`config.mk`:
```
export PLATFORM = sky130hd
export DESIGN_NAME = udp_ipv4_header_builder
export DESIGN_NICKNAME = d
export VERILOG_FILES = /design/src/rtl/ub_pkg.sv /design/src/rtl/ub_front.sv /design/src/rtl/ub_queue.sv /design/src/rtl/ub_back.sv /design/src/rtl/udp_ipv4_header_builder.sv
export SDC_FILE = /design/constraint.sdc
export NUM_CORES = 1
export LEC_CHECK = 0
export BUFFER_PORTS_ARGS = -buffer_cell sky130_fd_sc_hd__buf_2
export CAP_MARGIN = 20
export CORE_ASPECT_RATIO = 0.75
export CORE_MARGIN = 2
export CORE_UTILIZATION = 55
export CTS_CLUSTER_DIAMETER = 100
export DETAILED_ROUTE_END_ITERATION = 6
export PLACE_DENSITY = 0.77
export SYNTH_ARGS = -nofsm -noshare
export SYNTH_HDL_FRONTEND = slang
export SYNTH_SLANG_ARGS = --single-unit
```
`constraint.sdc`:
```
create_clock -name aclk -period 18.3 [get_ports aclk]
set_input_delay 1.83 -clock aclk [delete_from_list [all_inputs] [get_ports aclk]]
set_output_delay 1.83 -clock aclk [all_outputs]
set_load 0.05 [all_outputs]
```
`src/rtl/ub_pkg.sv`:
```
`timescale 1ns / 1ps
// ============================================================================
// ub_pkg
// Shared types and constants of the IPv4/UDP header builder.
// ============================================================================
package ub_pkg;

    localparam logic [15:0] VER_TOS_WORD    = 16'h4510;
    localparam logic [15:0] TTL_PROTO_WORD  = 16'h4511;
    localparam logic [15:0] PROTO_UDP       = 16'd17;
    localparam logic [16:0] UDP_HDR_BYTES   = 17'd8;
    localparam logic [16:0] IP_UDP_HDR_BYTES = 17'd28;
    localparam logic [16:0] COUNT_MAX       = 17'h1FFFF;
    localparam logic [15:0] IDENT_RESET     = 16'h4000;
    localparam logic [15:0] PORT_RESET      = 16'd9999;
    localparam logic [15:0] CKSUM_ALL_ONES  = 16'hFFFF;

    localparam logic CFG_SOURCE_PORT      = 1'b0;
    localparam logic CFG_DESTINATION_PORT = 1'b1;

    typedef struct packed {
        logic [15:0] payload_sum;
        logic [16:0] byte_count;
        logic [31:0] source_address;
        logic [31:0] destination_address;
    } pkt_rec_t;

    typedef struct packed {
        logic [15:0] source_port;
        logic [15:0] destination_port;
    } port_cfg_t;

endpackage

```
`src/rtl/ub_front.sv`:
```
`timescale 1ns / 1ps
// ============================================================================
// ub_front
// Accumulates payload bytes into a folded word sum and byte count and
// hands one packet record to the queue on each last word.
// ============================================================================
module ub_front (
    input  logic             aclk,
    input  logic             aresetn,
    input  logic             in_accept,
    input  logic [7:0]       payload_byte,
    input  logic             byte_valid,
    input  logic             last_item,
    input  logic [31:0]      source_address,
    input  logic [31:0]      destination_address,
    output logic             rec_push,
    output ub_pkg::pkt_rec_t rec_data
);
    import ub_pkg::*;

    logic [15:0] sum_reg, sum_next;
    logic [16:0] count_reg, count_next;
    logic [15:0] addend;
    logic [16:0] raw_sum;
    logic [15:0] folded;
    logic [15:0] sum_acc;
    logic [16:0] count_acc;

    always_comb begin
        addend    = count_reg[0] ? {8'h00, payload_byte} : {payload_byte, 8'h00};
        raw_sum   = {1'b0, sum_reg} + {1'b0, addend};
        folded    = raw_sum[15:0] + {15'd0, raw_sum[16]};
        sum_acc   = byte_valid ? folded : sum_reg;
        count_acc = (byte_valid && (count_reg != COUNT_MAX)) ? count_reg + 17'd1 : count_reg;

        sum_next   = sum_reg;
        count_next = count_reg;
        if (in_accept) begin
            sum_next   = last_item ? 16'd0 : sum_acc;
            count_next = last_item ? 17'd0 : count_acc;
        end

        rec_push                     = in_accept && last_item;
        rec_data.payload_sum         = sum_acc;
        rec_data.byte_count          = count_acc;
        rec_data.source_address      = source_address;
        rec_data.destination_address = destination_address;
    end

    always_ff @(posedge aclk) begin
        if (!aresetn) begin
            sum_reg   <= 16'd0;
            count_reg <= 17'd0;
        end else begin
            sum_reg   <= sum_next;
            count_reg <= count_next;
        end
    end

endmodule

```
`src/rtl/ub_queue.sv`:
```
`timescale 1ns / 1ps
// ============================================================================
// ub_queue
// Two-entry queue of packet records between the front and back parts.
// ============================================================================
module ub_queue (
    input  logic             aclk,
    input  logic             aresetn,
    input  logic             push,
    input  ub_pkg::pkt_rec_t push_data,
    output logic             full,
    output logic             head_valid,
    input  logic             pop,
    output ub_pkg::pkt_rec_t head_data
);
    import ub_pkg::*;

    pkt_rec_t    entry_reg [2];
    logic        wr_ptr_reg, wr_ptr_next;
    logic        rd_ptr_reg, rd_ptr_next;
    logic [1:0]  fill_reg, fill_next;

    always_comb begin
        full        = (fill_reg == 2'd2);
        head_valid  = (fill_reg != 2'd0);
        head_data   = entry_reg[rd_ptr_reg];
        wr_ptr_next = push ? ~wr_ptr_reg : wr_ptr_reg;
        rd_ptr_next = pop ? ~rd_ptr_reg : rd_ptr_reg;
        fill_next   = fill_reg + {1'b0, push} - {1'b0, pop};
    end

    always_ff @(posedge aclk) begin
        if (push) begin
            entry_reg[wr_ptr_reg] <= push_data;
        end
    end

    always_ff @(posedge aclk) begin
        if (!aresetn) begin
            wr_ptr_reg <= 1'b0;
            rd_ptr_reg <= 1'b0;
            fill_reg   <= 2'd0;
        end else begin
            wr_ptr_reg <= wr_ptr_next;
            rd_ptr_reg <= rd_ptr_next;
            fill_reg   <= fill_next;
        end
    end

endmodule

```
`src/rtl/ub_back.sv`:
```
`timescale 1ns / 1ps
// ============================================================================
// ub_back
// Two-stage header datapath: sums the IPv4 and UDP checksum terms, then
// folds, complements and holds the result word for the output channel.
// ============================================================================
module ub_back #(
    parameter int MAX_PAYLOAD = 65507
) (
    input  logic              aclk,
    input  logic              aresetn,
    input  logic              head_valid,
    input  ub_pkg::pkt_rec_t  head_data,
    output logic              pop,
    input  ub_pkg::port_cfg_t port_cfg,
    output logic              out_valid,
    input  logic              out_ready,
    output logic [15:0]       total_length,
    output logic [15:0]       ident,
    output logic [15:0]       ip_checksum,
    output logic [15:0]       udp_length,
    output logic [15:0]       udp_checksum,
    output logic              size_error
);
    import ub_pkg::*;

    localparam logic [16:0] MaxPayload = 17'(MAX_PAYLOAD);

    logic [15:0] ident_reg, ident_next;
    logic        s1_valid_reg, s1_valid_next;
    logic        s1_err_reg;
    logic [15:0] s1_ident_reg, s1_tot_reg, s1_udp_len_reg;
    logic [18:0] s1_ip_sum_reg;
    logic [19:0] s1_udp_sum_reg;
    logic        out_valid_reg, out_valid_next;
    logic [15:0] tot_out_reg, ident_out_reg, ipck_out_reg, udpl_out_reg, udpck_out_reg;
    logic        err_out_reg;

    logic        s1_ready, s2_load;
    logic        err_c;
    logic [15:0] tot_c, udp_len_c;
    logic [15:0] src_hi, src_lo, dst_hi, dst_lo;
    logic [18:0] ip_sum_c;
    logic [19:0] udp_sum_c;
    logic [16:0] ip_fold_a, udp_fold_a;
    logic [15:0] ip_fold_b, udp_fold_b;
    logic [15:0] udp_ck_c;

    always_comb begin
        out_valid_next = out_valid_reg;
        s2_load        = s1_valid_reg && (!out_valid_reg || out_ready);
        s1_ready       = !s1_valid_reg || s2_load;
        pop            = head_valid && s1_ready;

        err_c     = head_data.byte_count > MaxPayload;
        tot_c     = 16'(head_data.byte_count + IP_UDP_HDR_BYTES);
        udp_len_c = 16'(head_data.byte_count + UDP_HDR_BYTES);
        src_hi    = head_data.source_address[31:16];
        src_lo    = head_data.source_address[15:0];
        dst_hi    = head_data.destination_address[31:16];
        dst_lo    = head_data.destination_address[15:0];

        ip_sum_c = 19'(VER_TOS_WORD) + 19'(TTL_PROTO_WORD) + 19'(tot_c) + 19'(ident_reg)
                 + 19'(src_hi) + 19'(src_lo) + 19'(dst_hi) + 19'(dst_lo);
        udp_sum_c = 20'(src_hi) + 20'(src_lo) + 20'(dst_hi) + 20'(dst_lo)
                  + 20'(PROTO_UDP) + 20'(udp_len_c) + 20'(udp_len_c)
                  + 20'(port_cfg.source_port) + 20'(port_cfg.destination_port)
                  + 20'(head_data.payload_sum);

        ident_next = (pop && !err_c) ? ident_reg + 16'd1 : ident_reg;

        s1_valid_next = s1_valid_reg;
        if (s1_ready) begin
            s1_valid_next = head_valid;
        end

        ip_fold_a  = {1'b0, s1_ip_sum_reg[15:0]} + {14'd0, s1_ip_sum_reg[18:16]};
        ip_fold_b  = ip_fold_a[15:0] + {15'd0, ip_fold_a[16]};
        udp_fold_a = {1'b0, s1_udp_sum_reg[15:0]} + {13'd0, s1_udp_sum_reg[19:16]};
        udp_fold_b = udp_fold_a[15:0] + {15'd0, udp_fold_a[16]};
        udp_ck_c   = (udp_fold_b == CKSUM_ALL_ONES) ? CKSUM_ALL_ONES : ~udp_fold_b;

        if (s2_load) begin
            out_valid_next = 1'b1;
        end else if (out_ready) begin
            out_valid_next = 1'b0;
        end
    end

    always_ff @(posedge aclk) begin
        if (pop) begin
            s1_err_reg     <= err_c;
            s1_ident_reg   <= ident_reg;
            s1_tot_reg     <= tot_c;
            s1_udp_len_reg <= udp_len_c;
            s1_ip_sum_reg  <= ip_sum_c;
            s1_udp_sum_reg <= udp_sum_c;
        end
        if (s2_load) begin
            err_out_reg   <= s1_err_reg;
            tot_out_reg   <= s1_err_reg ? 16'd0 : s1_tot_reg;
            ident_out_reg <= s1_err_reg ? 16'd0 : s1_ident_reg;
            ipck_out_reg  <= s1_err_reg ? 16'd0 : ~ip_fold_b;
            udpl_out_reg  <= s1_err_reg ? 16'd0 : s1_udp_len_reg;
            udpck_out_reg <= s1_err_reg ? 16'd0 : udp_ck_c;
        end
    end

    always_ff @(posedge aclk) begin
        if (!aresetn) begin
            ident_reg     <= IDENT_RESET;
            s1_valid_reg  <= 1'b0;
            out_valid_reg <= 1'b0;
        end else begin
            ident_reg     <= ident_next;
            s1_valid_reg  <= s1_valid_next;
            out_valid_reg <= out_valid_next;
        end
    end

    assign out_valid    = out_valid_reg;
    assign total_length = tot_out_reg;
    assign ident        = ident_out_reg;
    assign ip_checksum  = ipck_out_reg;
    assign udp_length   = udpl_out_reg;
    assign udp_checksum = udpck_out_reg;
    assign size_error   = err_out_reg;

endmodule

```
`src/rtl/udp_ipv4_header_builder.sv`:
```
`timescale 1ns / 1ps
// ============================================================================
// udp_ipv4_header_builder
// Builds IPv4/UDP length, identification and checksum fields per packet.
// ============================================================================
// Usage:
//   s_ carries one payload byte per word: tdata {destination_address,
//   source_address, payload_byte}, tuser byte_valid, tlast ends the packet.
//   Addresses are sampled on the tlast word only. A tlast word with
//   tuser 0 closes the packet without adding a byte (empty payload).
//   m_ carries one word per packet: tdata {udp_checksum, udp_length,
//   ip_checksum, ident, total_length}, tuser size_error. Oversize packets
//   return all-zero fields with size_error set and use no identification.
//   Ports are written on cfg_wr_en (index 0 source, 1 destination); the user must
//   write them only while idle, which the block does not enforce. Throughput: one
//   byte per cycle while m_ takes its words, including back-to-back one-byte packets.
//   The tlast word's record is written to the queue, summed in the sum stage, then
//   folded and complemented into the output register by the fold stage.
//   A stalled m_ holds its word; the 2-entry record queue then fills and
//   s_tready drops only when both entries are taken.
//   Reset clears sums, counts, the queue and the pipeline, loads
//   identification 0x4000 and both ports with 9999.
// ============================================================================
module udp_ipv4_header_builder #(
    parameter int MAX_PAYLOAD = 65507
) (
    input  logic        aclk,
    input  logic        aresetn,
    input  logic        s_tvalid,
    output logic        s_tready,
    input  logic [71:0] s_tdata,   // payload_byte, source_address, destination_address
    input  logic [0:0]  s_tuser,   // byte_valid
    input  logic        s_tlast,
    output logic        m_tvalid,
    input  logic        m_tready,
    output logic [79:0] m_tdata,   // total_length, ident, ip_checksum, udp_length, udp_checksum
    output logic [0:0]  m_tuser,   // size_error
    input  logic        cfg_wr_en,
    input  logic        cfg_addr,
    input  logic [15:0] cfg_wr_data
);
    import ub_pkg::*;

    logic      in_accept;
    logic      rec_push, q_full, head_valid, pop;
    pkt_rec_t  rec_data, head_data;
    port_cfg_t cfg_reg, cfg_next;

    assign s_tready  = !q_full;
    assign in_accept = s_tvalid && s_tready;

    always_comb begin
        cfg_next = cfg_reg;
        if (cfg_wr_en) begin
            unique case (cfg_addr)
                CFG_SOURCE_PORT:      cfg_next.source_port      = cfg_wr_data;
                CFG_DESTINATION_PORT: cfg_next.destination_port = cfg_wr_data;
                default:              cfg_next = cfg_reg;
            endcase
        end
    end

    always_ff @(posedge aclk) begin
        if (!aresetn) begin
            cfg_reg.source_port      <= PORT_RESET;
            cfg_reg.destination_port <= PORT_RESET;
        end else begin
            cfg_reg <= cfg_next;
        end
    end

    ub_front u_front (
        .aclk                (aclk),
        .aresetn             (aresetn),
        .in_accept           (in_accept),
        .payload_byte        (s_tdata[7:0]),
        .byte_valid          (s_tuser[0]),
        .last_item           (s_tlast),
        .source_address      (s_tdata[39:8]),
        .destination_address (s_tdata[71:40]),
        .rec_push            (rec_push),
        .rec_data            (rec_data)
    );

    ub_queue u_queue (
        .aclk       (aclk),
        .aresetn    (aresetn),
        .push       (rec_push),
        .push_data  (rec_data),
        .full       (q_full),
        .head_valid (head_valid),
        .pop        (pop),
        .head_data  (head_data)
    );

    ub_back #(
        .MAX_PAYLOAD (MAX_PAYLOAD)
    ) u_back (
        .aclk         (aclk),
        .aresetn      (aresetn),
        .head_valid   (head_valid),
        .head_data    (head_data),
        .pop          (pop),
        .port_cfg     (cfg_reg),
        .out_valid    (m_tvalid),
        .out_ready    (m_tready),
        .total_length (m_tdata[15:0]),
        .ident        (m_tdata[31:16]),
        .ip_checksum  (m_tdata[47:32]),
        .udp_length   (m_tdata[63:48]),
        .udp_checksum (m_tdata[79:64]),
        .size_error   (m_tuser[0])
    );

endmodule

```
==> metrics.txt <==
Util after Layout 62.01%; starting utilization of the core area 55.36%; die outline area 0.04913 mm2; maximum buffer depth of the clock tree 3; via density per instance 5.759; share of post-route cells with drive strength above 1 13.06%; Sinks on Clock Net 447; cells after synthesis 2,228; kind of launch point of the worst setup path flop; Fill cells 3,647; worst setup path class flop to flop; Final Hold Violating Endpoints 0; cell type contributing the most total cell area after synthesis sky130_fd_sc_hd__edfxtp_1; global-route congestion overflow total 0; largest family of logic cells by synthesized area adder cells; number of routed nets with antenna violations 0; normalized max-slew margin 30.58%; RSZ-0062 raised after global routing false; synthesized flop and latch total 447; antenna violations before repair 0; die height 192.5 um; average cell area after synthesis 11.69 um2; maximum net fanout on the critical path 57; crit share post-route 45.62%; # hold bufs at CTS 0; share of Yosys cell area claimed by the top area cell type 41.39%; hpwl dp 48.36 mm; number of flops mapped to enable cells by yosys 359; Inserted Clock Buffers 44; Simple-Gate Fraction of Synth Area 11.99%; async set-reset flop share out of synthesis 0%; number of buffer cells added on primary ports 178; clock latency at the later pin of the worst-skew pair 560 ps; max reg flops 194; data required time at the worst endpoint 18,620 ps; synthesized-area fraction occupied by ao, oa, aoi and oai cells 8.329%; ports placed on the boundary 179; final weighted congestion of routability-driven global placement 0.9048; n_diodes 0; sequential cell area fraction in the yosys report 48.15%; mux cell area share after synthesis 4.145%; total detailed-routing wirelength 63.35 mm; first-pass iteration count of the detailed router 5; Synth area leaders sky130_fd_sc_hd__edfxtp_1 41%, sky130_fd_sc_hd__fa_1 11%, sky130_fd_sc_hd__dfxtp_1 6.8%, sky130_fd_sc_hd__ha_1 5.5%, sky130_fd_sc_hd__inv_1 3.8%; CTS Root Cell sky130_fd_sc_hd__clkbuf_16; combined area of all synthesized cells 0.02605 mm2; Routed WL per cell 20.61 um; number of DRC markers in iteration 0 1,465; DRC violations left 0; time the worst path needs with I/O delays and setup 8349 ps; CTS tree yes; global-route wire length before repair 97.08 mm; Site Rows 69; synthesized net count 2,586; global-route usage over all layers 26.11%; total vias in the final route 17,700; max capacitance violation total 0; final-report setup violation count 0; Min-Delay Path Class flop to flop; via count of the first global-routing pass 17,380; total number of nets in the final design 2,758; most instantiated cells after synthesis 359 x sky130_fd_sc_hd__edfxtp_1, 265 x sky130_fd_sc_hd__inv_1, 148 x sky130_fd_sc_hd__fa_1; Slew @ Worst Pin 1039 ps; leading register cell type out of synthesis sky130_fd_sc_hd__edfxtp_1; Setup WS pre-CTS 10,110 ps; most frequent cell after synthesis sky130_fd_sc_hd__edfxtp_1; status complete, no violations; data arrival time of the critical path 8670 ps; clk slew on worst S/H paths 70 ps; count of cells resized by post-cts repair 0; Core Region 0.04705 mm2; xor/xnor cell area share of the yosys netlist 5.649%; Distinct cells, synth 87; largest net degree at the start of global routing 90; Yosys warnings 0; number of post-CTS setup repair buffers 0; fmax 0.1198 GHz; CTS HTree Levels 2; count of final max-slew check failures 0; Setup TNS 0 ps; area added between synthesis and finish 12.01%; Synth Area in Adders 16.85%; sort of element at the end of the critical path flop; post-route worst setup slack 9951 ps; post-route clock skew 20.04 ps; Chip Width 255.3 um
layout by cell type, fill, tap and decap left out, drive strengths merged, types with 22 or more instances in the layout:
cell | Yosys | layout
a21boi | 31 | 31
a21oi | 52 | 52
a22oi | 26 | 26
and2 | 37 | 37
and3 | 22 | 22
buf | 19 | 192
clkbuf | 47 | 56
dfxtp | 88 | 88
edfxtp | 359 | 359
fa | 148 | 148
ha | 114 | 114
inv | 265 | 268
mux2i | 91 | 91
nand2 | 141 | 141
nand3 | 70 | 70
nor2 | 106 | 106
nor2b | 95 | 95
nor3 | 38 | 38
o21ai | 64 | 64
xnor2 | 105 | 105
xor2 | 63 | 63
layer usage:
layer / share of wire (%) / track usage [%] / vias to the layer above
met4: 2.3 / 6.410 / 0
met5: 0 / 0 / -
met3: 8.8 / 4.869 / 102
li1: - / - / 8120
met2: 44 / 40.10 / 735
met1: 45 / 38.50 / 8747
critical path: stages, from the launching register on:
cell                        delay [ps]
sky130_fd_sc_hd__dfxtp_4           610
sky130_fd_sc_hd__buf_4             630
sky130_fd_sc_hd__buf_4             780
sky130_fd_sc_hd__mux2i_1           770
sky130_fd_sc_hd__ha_1              300
sky130_fd_sc_hd__inv_1              40
sky130_fd_sc_hd__o21ai_0           450
sky130_fd_sc_hd__nand2_1           180
sky130_fd_sc_hd__nor2_1            250
sky130_fd_sc_hd__xor2_1            210
sky130_fd_sc_hd__inv_1             100
sky130_fd_sc_hd__a41oi_1           280
sky130_fd_sc_hd__xnor2_1           150
sky130_fd_sc_hd__fa_1              520
sky130_fd_sc_hd__fa_1              530
sky130_fd_sc_hd__fa_1              550
sky130_fd_sc_hd__inv_1              40
sky130_fd_sc_hd__ha_1              360
sky130_fd_sc_hd__and3_1            180
sky130_fd_sc_hd__o311a_1           130
sky130_fd_sc_hd__o31ai_1           480
sky130_fd_sc_hd__o2111ai_1         190
sky130_fd_sc_hd__a21oi_1           190
sky130_fd_sc_hd__xnor2_1            80
cell type report:
| type | count | area (um2) | share of cell area [%] |
|---|---|---|---|
| Timing Repair Buffer | 192 | 996.0 | 3.414 |
| Clock inverter | 25 | 319.1 | 1.094 |
| Clock buffer | 56 | 1250 | 4.284 |
| Sequential cell | 447 | 12550 | 43.00 |
| Multi-Input combinational cell | 1450 | 12270 | 42.06 |
| Tap cell | 639 | 799.5 | 2.740 |
| Inverter | 265 | 994.7 | 3.409 |
cell families (layout without fill, tap and decap cells):
logic type               Yosys count  in the layout
XOR/XNOR                         168            168
adder cells (fa/ha/maj)          262            262
buffers and inverters            331            538
multiplexers                     106            106
flip-flops                       447            447
AO/OA/AOI/OAI                    309            309
AND/OR/NAND/NOR                  605            605
worst paths after layout:
kind | start | to | slack (ps) | cells after the start
worst max-delay path | flop | u_back.s1_ip_sum_reg[17] | 9950 | 23
worst min-delay path | u_back.ident_reg[11] | u_back.s1_ident_reg[11] | 460 | 0
worst max register to register | flop | u_back.s1_ip_sum_reg[17] | 9950 | 23
worst min register to register | u_back.ident_reg[11] | u_back.s1_ident_reg[11] | 460 | 0
per-stage QoR:
step           instances  hold WS, ps  instance area [um2]
4_1_cts             3074        463.6                29180
6_report            3074        462.7                29180
2_1_floorplan       2228        408.2                26050
3_3_place_gp        2993        425.2                27610
5_1_grt             3074        471.4                29180
3_5_place_dp        2993        429.1                27610
Power is not shown: default switching activity piles up to over one toggle a cycle in this logic, so the estimate is an artifact.
